===== src/sv/fpba_pkg.sv =====
// fpba_pkg: shared types and constants for the fit-policy block allocator
// holds the policy codes, config register indexes and stream field widths
// no dependencies
`timescale 1ns / 1ps
`default_nettype none

package fpba_pkg;

   // allocation policy register codes
   typedef enum logic [1:0] {
      POL_FIRST = 2'd0,
      POL_BEST  = 2'd1,
      POL_NEXT  = 2'd2,
      POL_WORST = 2'd3
   } policy_type;

   // config register indexes
   localparam int CSR_IDX_W  = 1;
   localparam int CSR_DATA_W = 5;
   localparam logic [CSR_IDX_W-1:0] CSR_POLICY      = 1'd0;
   localparam logic [CSR_IDX_W-1:0] CSR_BLOCK_COUNT = 1'd1;

   // block_count register reset value
   localparam logic [4:0] BLOCK_COUNT_RST = 5'd16;

   // input item kinds
   localparam logic MODE_LOAD    = 1'b0;
   localparam logic MODE_REQUEST = 1'b1;

   // stream field widths
   localparam int INDEX_W  = 4;
   localparam int AMOUNT_W = 16;
   localparam int TDATA_W  = 24;

endpackage : fpba_pkg

`default_nettype wire


===== src/sv/fit_policy_block_allocator.sv =====
// fit_policy_block_allocator: block allocator with first, best, next and worst fit
// a load item is written to the table in idle; a request runs setup, then a scan of the m blocks
// in use that reads one capacity per cycle from the table (none when m = 0), then finishes;
// first and next fit stop at the first fitting block; a result not yet taken holds the next
// request in its last cycle; reset: policy = first fit, block_count = 16, rover = 0, table
// not cleared and holds garbage until loaded
`timescale 1ns / 1ps
`default_nettype none

module fit_policy_block_allocator
   import fpba_pkg::*;
#(
   parameter int NUM_BLOCKS = 16,
   parameter int SIZE_BITS  = 16
) (
   input  wire                   clock,
   input  wire                   reset,
   // request stream
   input  wire                   req_tvalid,
   output logic                  req_tready,
   input  wire  [TDATA_W-1:0]    req_tdata,   // block_index[3:0], amount[19:4], zeros
   input  wire                   req_tuser,   // mode
   input  wire                   req_tlast,   // final_request
   // response stream
   output logic                  rsp_tvalid,
   input  wire                   rsp_tready,
   output logic [TDATA_W-1:0]    rsp_tdata,   // block_number[3:0], remaining[19:4], zeros
   output logic                  rsp_tuser,   // granted
   // config write channel
   input  wire                   csr_valid,
   output logic                  csr_ready,
   input  wire  [CSR_IDX_W-1:0]  csr_index,
   input  wire  [CSR_DATA_W-1:0] csr_data
);

   localparam int IDX_W = (NUM_BLOCKS > 1) ? $clog2(NUM_BLOCKS) : 1;
   localparam int CNT_W = $clog2(NUM_BLOCKS + 1);
   localparam int IW    = (IDX_W > INDEX_W) ? IDX_W : INDEX_W;

   typedef enum logic [2:0] {
      ST_IDLE   = 3'b001,
      ST_SCAN   = 3'b010,
      ST_FINISH = 3'b100
   } state_type;

   state_type            state_ff, state_in;
   policy_type           policy_ff, policy_in;
   logic [4:0]           block_count_ff, block_count_in;
   logic [IDX_W-1:0]     rover_ff, rover_in;
   logic [IDX_W-1:0]     start_ff, start_in;
   logic [IDX_W-1:0]     iss_ff, iss_in;
   logic [IDX_W-1:0]     ev_addr_ff, ev_addr_in;
   logic [IDX_W-1:0]     pick_ff, pick_in;
   logic [CNT_W-1:0]     step_ff, step_in;
   logic [CNT_W-1:0]     m_ff, m_in;
   logic [SIZE_BITS-1:0] size_ff, size_in;
   logic [SIZE_BITS-1:0] cap_ff, cap_in;
   logic                 found_ff, found_in;
   logic                 final_ff, final_in;
   logic                 rsp_valid_ff, rsp_valid_in;
   logic                 rsp_granted_ff, rsp_granted_in;
   logic [INDEX_W-1:0]   rsp_block_ff, rsp_block_in;
   logic [AMOUNT_W-1:0]  rsp_rem_ff, rsp_rem_in;

   // request field unpacking
   logic                 in_mode;
   logic [INDEX_W-1:0]   in_index;
   logic [AMOUNT_W-1:0]  in_amount;
   logic [IW-1:0]        in_index_ext;
   logic [9:0]           bc_ext;
   logic [CNT_W-1:0]     m_now;
   logic [IDX_W-1:0]     start_now;
   logic [CNT_W-1:0]     iss_plus;
   logic                 req_acc;
   logic                 rsp_free;
   logic                 fits;

   // table ports
   logic                 wr_en;
   logic [IDX_W-1:0]     wr_addr;
   logic [SIZE_BITS-1:0] wr_data;
   logic [SIZE_BITS-1:0] rd_data;
   logic [SIZE_BITS-1:0] cap_left;
   logic [IW-1:0]        pick_ext;

   assign in_mode      = req_tuser;
   assign in_index     = req_tdata[INDEX_W-1:0];
   assign in_amount    = req_tdata[INDEX_W +: AMOUNT_W];
   assign in_index_ext = IW'(in_index);

   assign req_tready = (state_ff == ST_IDLE);
   assign req_acc    = req_tvalid && req_tready;
   assign csr_ready  = 1'b1;
   assign rsp_free   = !rsp_valid_ff || rsp_tready;

   // blocks in use, saturated to the table depth
   assign bc_ext    = 10'(block_count_ff);
   assign m_now     = (bc_ext > 10'(NUM_BLOCKS)) ? CNT_W'(NUM_BLOCKS) : CNT_W'(block_count_ff);
   // only next fit starts at the rover, the other policies scan from block 0
   assign start_now = (policy_ff == POL_NEXT && CNT_W'(rover_ff) < m_now) ? rover_ff : '0;

   // circular advance of the issue address
   assign iss_plus = CNT_W'(iss_ff) + CNT_W'(1);
   assign fits     = (rd_data >= size_ff);
   assign cap_left = cap_ff - size_ff;
   assign pick_ext = IW'(pick_ff);

   fpba_ram #(
      .WIDTH(SIZE_BITS),
      .DEPTH(NUM_BLOCKS)
   ) u_cap_ram (
      .clock   (clock),
      .wr_en   (wr_en),
      .wr_addr (wr_addr),
      .wr_data (wr_data),
      .rd_addr (iss_ff),
      .rd_data (rd_data)
   );

   // config registers
   always_comb begin
      policy_in      = policy_ff;
      block_count_in = block_count_ff;
      if (csr_valid && csr_ready) begin
         case (csr_index)
            CSR_POLICY:      policy_in      = policy_type'(csr_data[1:0]);
            CSR_BLOCK_COUNT: block_count_in = csr_data;
            default:         ;
         endcase
      end
   end

   // table write: loads in idle, capacity update when a request finishes
   always_comb begin
      wr_en   = 1'b0;
      wr_addr = pick_ff;
      wr_data = cap_left;
      if (state_ff == ST_IDLE) begin
         wr_addr = in_index_ext[IDX_W-1:0];
         wr_data = SIZE_BITS'(in_amount);
         wr_en   = req_acc && (in_mode == MODE_LOAD) && ((IW + 1)'(in_index) <
                   (IW + 1)'(NUM_BLOCKS));
      end else if (state_ff == ST_FINISH) begin
         wr_en = rsp_free && found_ff;
      end
   end

   // sequencer: setup, scan one block per cycle, then update and respond
   always_comb begin
      state_in       = state_ff;
      rover_in       = rover_ff;
      start_in       = start_ff;
      iss_in         = iss_ff;
      ev_addr_in     = iss_ff;
      pick_in        = pick_ff;
      step_in        = step_ff;
      m_in           = m_ff;
      size_in        = size_ff;
      cap_in         = cap_ff;
      found_in       = found_ff;
      final_in       = final_ff;
      rsp_valid_in   = rsp_valid_ff && !rsp_tready;
      rsp_granted_in = rsp_granted_ff;
      rsp_block_in   = rsp_block_ff;
      rsp_rem_in     = rsp_rem_ff;
      case (state_ff)
         ST_IDLE: begin
            if (req_acc) begin
               if (in_mode == MODE_LOAD) begin
                  rover_in = '0;
               end else begin
                  size_in  = SIZE_BITS'(in_amount);
                  final_in = req_tlast;
                  m_in     = m_now;
                  start_in = start_now;
                  iss_in   = start_now;
                  step_in  = '0;
                  found_in = 1'b0;
                  state_in = (m_now == '0) ? ST_FINISH : ST_SCAN;
               end
            end
         end
         ST_SCAN: begin
            // issue the next read
            if (step_ff < m_ff) begin
               iss_in = (iss_plus == m_ff) ? '0 : iss_ff + IDX_W'(1);
            end
            step_in = step_ff + CNT_W'(1);
            // evaluate the capacity read in the previous cycle
            if (step_ff != '0 && fits) begin
               case (policy_ff)
                  POL_FIRST, POL_NEXT: begin
                     found_in = 1'b1;
                     pick_in  = ev_addr_ff;
                     cap_in   = rd_data;
                     state_in = ST_FINISH;
                  end
                  POL_BEST: begin
                     if (!found_ff || rd_data < cap_ff) begin
                        found_in = 1'b1;
                        pick_in  = ev_addr_ff;
                        cap_in   = rd_data;
                     end
                  end
                  POL_WORST: begin
                     if (!found_ff || rd_data > cap_ff) begin
                        found_in = 1'b1;
                        pick_in  = ev_addr_ff;
                        cap_in   = rd_data;
                     end
                  end
                  default: ;
               endcase
            end
            if (step_ff == m_ff) begin
               state_in = ST_FINISH;
            end
         end
         ST_FINISH: begin
            if (rsp_free) begin
               rsp_valid_in   = 1'b1;
               rsp_granted_in = found_ff;
               rsp_block_in   = found_ff ? pick_ext[INDEX_W-1:0] : '0;
               rsp_rem_in     = found_ff ? AMOUNT_W'(cap_left) : '0;
               if (policy_ff == POL_NEXT && m_ff != '0) begin
                  rover_in = found_ff ? pick_ff : start_ff;
               end
               if (final_ff) begin
                  rover_in = '0;
               end
               state_in = ST_IDLE;
            end
         end
         default: state_in = ST_IDLE;
      endcase
   end

   // control registers
   always_ff @(posedge clock) begin
      if (reset) begin
         state_ff       <= ST_IDLE;
         policy_ff      <= POL_FIRST;
         block_count_ff <= BLOCK_COUNT_RST;
         rover_ff       <= '0;
         rsp_valid_ff   <= 1'b0;
         step_ff        <= '0;
         found_ff       <= 1'b0;
      end else begin
         state_ff       <= state_in;
         policy_ff      <= policy_in;
         block_count_ff <= block_count_in;
         rover_ff       <= rover_in;
         rsp_valid_ff   <= rsp_valid_in;
         step_ff        <= step_in;
         found_ff       <= found_in;
      end
   end

   // payload registers
   always_ff @(posedge clock) begin
      start_ff       <= start_in;
      iss_ff         <= iss_in;
      ev_addr_ff     <= ev_addr_in;
      pick_ff        <= pick_in;
      m_ff           <= m_in;
      size_ff        <= size_in;
      cap_ff         <= cap_in;
      final_ff       <= final_in;
      rsp_granted_ff <= rsp_granted_in;
      rsp_block_ff   <= rsp_block_in;
      rsp_rem_ff     <= rsp_rem_in;
   end

   // response packing
   assign rsp_tvalid = rsp_valid_ff;
   assign rsp_tuser  = rsp_granted_ff;
   assign rsp_tdata  = {(TDATA_W - INDEX_W - AMOUNT_W)'(0), rsp_rem_ff, rsp_block_ff};

   // scan step never runs past the blocks in use
   a_step_bound: assert property (@(posedge clock) disable iff (reset)
      (state_ff == ST_SCAN) |-> (step_ff <= m_ff))
      else $error("scan step past block count");

   // issue address stays inside the blocks in use while scanning
   a_iss_bound: assert property (@(posedge clock) disable iff (reset)
      (state_ff == ST_SCAN) |-> (CNT_W'(iss_ff) < m_ff))
      else $error("scan address out of range");

   // an accepted request always leaves idle
   a_req_busy: assert property (@(posedge clock) disable iff (reset)
      (req_acc && in_mode == MODE_REQUEST) |=> (state_ff != ST_IDLE))
      else $error("request did not start");

   // refused requests report zero block and capacity
   a_refuse_zero: assert property (@(posedge clock) disable iff (reset)
      (rsp_valid_ff && !rsp_granted_ff) |-> (rsp_block_ff == '0 && rsp_rem_ff == '0))
      else $error("refused item carries nonzero payload");

endmodule : fit_policy_block_allocator

`default_nettype wire


===== src/sv/fpba_ram.sv =====
// fpba_ram: generic single-write, single-read RAM with registered read data
// no dependencies
`timescale 1ns / 1ps
`default_nettype none

module fpba_ram #(
   parameter int WIDTH = 16,
   parameter int DEPTH = 16
) (
   input  wire                           clock,
   input  wire                           wr_en,
   input  wire  [$clog2(DEPTH > 1 ? DEPTH : 2)-1:0] wr_addr,
   input  wire  [WIDTH-1:0]              wr_data,
   input  wire  [$clog2(DEPTH > 1 ? DEPTH : 2)-1:0] rd_addr,
   output logic [WIDTH-1:0]              rd_data
);

   logic [WIDTH-1:0] mem_ff [DEPTH];

   // write port and registered read port
   always_ff @(posedge clock) begin
      if (wr_en) begin
         mem_ff[wr_addr] <= wr_data;
      end
      rd_data <= mem_ff[rd_addr];
   end

endmodule : fpba_ram

`default_nettype wire


===== config.mk =====
export PLATFORM = sky130hd
export DESIGN_NAME = fit_policy_block_allocator
export DESIGN_NICKNAME = d
export VERILOG_FILES = /design/src/sv/fpba_pkg.sv /design/src/sv/fit_policy_block_allocator.sv /design/src/sv/fpba_ram.sv
export SDC_FILE = /design/constraint.sdc
export NUM_CORES = 1
export LEC_CHECK = 0
export ABC_AREA = 1
export BUFFER_PORTS_ARGS = -buffer_cell sky130_fd_sc_hd__buf_2
export CAP_MARGIN = 20
export CORE_UTILIZATION = 40
export DETAILED_ROUTE_END_ITERATION = 10
export HOLD_SLACK_MARGIN = 0.03
export SLEW_MARGIN = 20
export SYNTH_ARGS = -nofsm -noshare
export SYNTH_HDL_FRONTEND = slang
export SYNTH_SLANG_ARGS = --single-unit

===== constraint.sdc =====
create_clock -name clock -period 2.45 [get_ports clock]
set_input_delay 0.1225 -clock clock [delete_from_list [all_inputs] [get_ports clock]]
set_output_delay 0.1225 -clock clock [all_outputs]
set_load 0.02 [all_outputs]

* Yosys cells after proc, flatten, opt, wreduce, memory -nomap -nowiden
Memories as Yosys holds them, arrays and structs flattened. A register that Yosys moved wholly into a read port is not among the register bits.
Index checks and enable logic that the tools add are counted.
** Storage, ports and cells
- Register bits after elaboration :: 96
- Bits in latches :: 0
- RAM bits :: 256
- ROM bits :: 0
- Output and inout bits :: 28
- Word-level logic and storage cells :: 128
- Memories kept :: 1
** Cells by class
- Add/subtract/negate cells :: 4
- Multiply operators :: 0
- Div/mod/pow operators :: 0
- Magnitude comparators :: 6
- Equality and inequality tests :: 21
- Shift-type cells :: 0
- Mux-type cells :: 46
- Bitwise logic cells :: 2
- Reduce and logical (&&, ||, !) cells :: 30
** Memories
- u_cap_ram.mem_ff :: depth 16, width 16, read ports 1, clocked after memory_dff 1, write ports 1, RTL line fpba_ram.sv:18 : logic [WIDTH-1:0] mem_ff [DEPTH];
** Operator list (count)
- $mux W4 :: 14
- $mux W16 :: 3
- $pmux W16 S3 :: 1
- $mux W3 :: 7
- $ge A16 B16 Y1 :: 1
- $gt A16 B16 Y1 :: 1
- $lt A16 B16 Y1 :: 1
- $pmux W4 S2 :: 2
- $sub A16 B16 Y16 :: 1
- $mux W5 :: 3
- $ne A2 B2 Y1 const B :: 6
- $pmux W4 S3 :: 1
- $mux W1 :: 11
- $eq A5 B5 Y1 :: 2
- $pmux W5 S2 :: 1
- $reduce_and A5 Y1 :: 2
- $reduce_bool A5 Y1 :: 2
- $ne A3 B3 Y1 const B :: 3
- $pmux W3 S3 :: 1
- $reduce_and A4 Y1 :: 2
- $logic_and A1 B1 Y1 :: 7
- $ne A3 B2 Y1 const B :: 2
- $reduce_and A2 Y1 :: 3
- $reduce_and A3 Y1 :: 2
- other kinds (22) :: 30

* Depth between registers and ports, before layout
- Depth in word-level cells :: 8
- Mapped depth :: 17
- Depth with buffers taken out :: 17

* Hierarchy
A second synthesis with hierarchy kept.
** Second synthesis, totals
- Cell total of the unflattened synthesis :: 1713
- Area total of the unflattened synthesis :: 17098.9 um^2
** Modules (own cells, without submodules)
- fpba_ram :: times used 1, cells an instance 1074, area each 11388.4 um^2, seq. area each 8007.7 um^2
- fit_policy_block_allocator :: times used 1, cells an instance 639, area each 5710.5 um^2, seq. area each 2632.5 um^2

* Least setup slack after synthesis
Ideal clock, no wire load.
- Kind :: register to register
- From :: register size_ff[0]
- To :: memory u_cap_ram.mem_ff[0][8], data pin
- Data arrival time :: 2.258 ns
- Slack :: -0.139 ns
- Stages on the path, launching flop included :: 10
- Path through :: edfxtp_1 -> ha_1 -> fa_1 -> inv_1 -> nand3_1 -> nand2_1 -> a21oi_2 -> o21ai_0 -> xnor2_1 -> o21ai_0
** On the way
- Longest elaborated chain between the ends :: 2
** Ends and longest elaborated chain
- from (decl) :: RTL line fit_policy_block_allocator.sv:56 : logic [SIZE_BITS-1:0] size_ff, size_in;
- from (signal assigned) :: RTL line fit_policy_block_allocator.sv:266 : size_ff <= size_in;
- $sub A16 B16 Y16 :: RTL line fit_policy_block_allocator.sv:105 : assign cap_left = cap_ff - size_ff;
- $mux W16 :: RTL line fit_policy_block_allocator.sv:138 : if (state_ff == ST_IDLE) begin
- via u_cap_ram.wr_data[8] :: RTL line fpba_ram.sv:13 : input wire [WIDTH-1:0] wr_data,
- to (decl) :: RTL line fpba_ram.sv:18
The timed path passes the listed nets, and every way through them passes these cells.

* Worst setup path after layout
- From :: register cap_ff[0]
- To :: memory u_cap_ram.mem_ff[7][12], data pin
** On the way
- Longest elaborated chain between the ends :: 2
** Ends and longest elaborated chain
- from (decl) :: RTL line fit_policy_block_allocator.sv:57 : logic [SIZE_BITS-1:0] cap_ff, cap_in;
- from (signal assigned) :: RTL line fit_policy_block_allocator.sv:267 : cap_ff <= cap_in;
- $sub A16 B16 Y16 :: RTL line fit_policy_block_allocator.sv:105
- $mux W16 :: RTL line fit_policy_block_allocator.sv:138
- via u_cap_ram.wr_data[12] :: RTL line fpba_ram.sv:13
The timed path passes the listed nets, and every way through them passes these cells.

==> results.py <==
metrics = {
    "outcome": {
        "outcome": "finished clean",
    },
    "sta": {
        "hold_violations": 0,
        "whs_ns": 0.06877,
        "fmax_mhz": 427.1,
        "maxSlewViolCount": 0,
        "fin_skew_ns": 0.01718,
        "finalSetupViolCount": 0,
        "min_period_over_period": 0.9557,
        "period_needed_ns": 2.342,
    },
    "critical_path": {
        "path_class": "flip-flop to flip-flop",
        "crit_arrival_ns": 2.63,
        "slowest_stage": "edfxtp_1",
        "cp.required_ns": 2.74,
        "start_kind": "flip-flop",
        "setup.worst_path.end_class": "flip-flop",
        "cp_max_fo": 8,
        "crit_chain": "inv_2, ha_4, fa_2, inv_2, nand3_2, nand2_2, a21oi_4, inv_2, nand2_2, nand2_2, a21boi_2, nand2_1, nand3_4, nand2_4, clkbuf_16",
        "critical_path.max_stage_delay_ns": 0.40,
    },
    "yosys": {
        "synthesis.instances": 1348,
        "yosysWarnings": 0,
        "synth_most_common_cell": "edfxtp_1",
        "synth_area_leader_cell": "edfxtp_1",
        "yosys-top-cells-count": "edfxtp_1, inv_1, nand2_1",
        "ys_ff_latch": 368,
        "synth_area_leaders": "edfxtp_1, dfxtp_1, ha_1",
        "yosysUniqueCellTypes": 49,
        "syn_area_per_cell_um2": 12.03,
        "ys_seq_area_frac": 0.6560,
        "synth_top_area_frac": 0.6054,
        "synth_edf_count": 327,
        "synth_flop_cell": "edfxtp_1",
        "syn_area_um2": 16220,
        "async_reset_ff_frac": 0,
    },
    "die": {
        "core_um2": 39820,
        "fp.dieH_um": 203.4,
        "initial_core_util": 0.4073,
        "core.rowCount": 73,
        "dieArea_um2": 41360,
        "dieWidth_um": 203.4,
        "ios": 65,
    },
    "pwr": {
        "p_seq_frac": 0.397,
        "ir_drop_v": 0.0006605,
        "p_sw_mw": 7.723,
        "clockPowerShare": 0.264,
        "p_comb_frac": 0.339,
        "switching_share": 0.3488,
        "p_per_area_nw_per_um2": 1144,
        "total_power_mw": 22.14,
        "p_int_mw": 14.42,
        "p_leak_nw": 7.481,
    },
    "routing": {
        "wire_per_inst_um": 18.67,
        "drt_pass1_iterations": 7,
        "antenna_left": 0,
        "drc": 0,
        "vias": 10398,
        "wl_mm": 38.14,
        "drt_iter0_drc": 710,
        "via_per_inst": 5.090,
    },
    "layout": {
        "syn_to_final_growth_pct": 19.34,
        "antenna_cells": 0,
        "drive_gt1_frac": 0.1588,
        "final_nets": 1583,
        "finalNonFillerCells": 2043,
    },
    "grt": {
        "grt_usage": 0.1873,
        "overflow": 0,
        "grt_util_met2": 0.3219,
        "top_usage_layer": "met2",
        "grt_pass1_vias": 10425,
        "grt_max_degree": 71,
        "antenna_found_initial": 0,
        "met3_usage": 0.02637,
        "grt_pass1_wl_mm": 58.84,
        "use_met1": 0.2459,
    },
    "clock_tree": {
        "htreeDepth": 2,
        "cts-buffers-inserted": 40,
        "cts_tree": "yes",
        "clockRootBuffer": "clkbuf_16",
        "clkLatencyLatePin_ns": 0.54,
        "clk_pin_slew_worst_paths_ns": 0.06,
        "cts_sinks": 368,
        "cts.path.max_buffers": 3,
    },
    "worst_hold_path": {
        "hold_path.class": "input port to flip-flop",
    },
    "place": {
        "dp_cells": 1938,
        "place.gp.congestion": 0.8382,
        "port_buffers": 55,
        "place_hpwl_mm": 23.84,
    },
    "run": {
        "maxCapViolCount": 0,
    },
}
## layout make-up
cell class	count	area (um2)
Fill cell	3504	20470
Sequential cell	368	10640
Multi-Input combinational cell	746	4778
Timing Repair Buffer	152	1344
Clock buffer	59	1114
Inverter	179	676.9
Tap cell	525	656.9
Clock inverter	14	147.6
## layer usage
metal | vias up | share of wire
li1 | 5058 | -
met4 | 0 | 0.022
met2 | 286 | 0.49
met3 | 62 | 0.052
met5 | - | 0
met1 | 4992 | 0.44
## registers in the layout, summed over array words and instances, names as in the netlist, 5 cells and up
register	count
step_ff	5
cap_ff	16
block_count_ff	5
size_ff	16
rsp_rem_ff	16
u_cap_ram.mem_ff	256
u_cap_ram.rd_data	16
m_ff	5
## power groups by stage
stage          logic [mW]  registers [mW]  clock network, mW
2_1_floorplan        4.69            8.82                  0
3_3_place_gp         7.13            8.90                  0
3_5_place_dp         7.28            8.92                  0
4_1_cts              7.36            8.79               5.96
5_1_grt              8.29            8.85               6.18
6_report             7.51            8.79               5.84
## worst paths after layout
path	from	end	cells after the start	slack, ns
max	cap_ff[0]	u_cap_ram.mem_ff[7][12]	15	0.11
min	req_tuser	state_ff[0]	4	0.07
max reg2reg	cap_ff[0]	u_cap_ram.mem_ff[7][12]	15	0.11
min reg2reg	ev_addr_ff[1]	pick_ext[1]	0	0.40
## through the flow
step	util	area (um2)	setup TNS [ns]	setup WS [ns]
final	0.4861	19360	0	0.1085
after CTS	0.4830	19230	0	0.008587
after floorplan	-	16230	0	0.04890
after detailed placement	0.4435	17660	-8.923	-0.3537
after global placement	0.4435	17660	-4.279	-0.2312
after global routing	0.4861	19360	-0.3001	-0.02839
## layout by cell type (no fill, tap or decap), types with 8 or more instances in the layout
cell           synthesis  routed
a21oi_1              110     108
buf_12                 0      20
buf_2                 12      55
buf_4                 10      47
clkbuf_1              27      16
clkbuf_16              0      42
clkinv_1               1       8
dfxtp_1               41      41
dlygate4sd3_1          0      29
edfxtp_1             327     327
ha_1                  58      57
inv_1                165     163
inv_2                 11      13
mux2i_1               64      64
nand2_1              134     129
nand3_1               47      44
nor2_1                74      56
nor2_2                 2      20
nor3_1                 9       9
o211ai_1              66      66
o21ai_0               93      89
o21ai_1               23      26
xnor2_1               10      10
## critical path: cells and delay by family, from the launching register on
| kind | cells | cell delay [ns] |
|---|---|---|
| AO/OA/AOI/OAI | 2 | 0.39 |
| AND/OR/NAND/NOR | 7 | 0.59 |
| flip-flops | 1 | 0.40 |
| adder cells (fa/ha/maj) | 2 | 0.36 |
| buffers and inverters | 4 | 0.36 |
## cells by family after synthesis
kind of cell / synth area share
xor+xnor: 0.008639
flops: 0.6560
buf+inv: 0.05939
simple gates: 0.07907
compound gates: 0.1110
mux: 0.03949
fa+ha+maj: 0.04597
other cells: 0.0004630
## what timing repair did
| action | CTS | global route |
|---|---|---|
| hold buffers | 29 | 0 |
| setup endpoints to repair | 80 | 112 |
| cloned | 0 | 1 |
| buffers inserted | 1 | 2 |
| endpoints found under the hold margin | 31 | 0 |
| gates resized for setup | 5 | 19 |
| pin swaps | 0 | 7 |
Power figures use the tool's default switching activity.
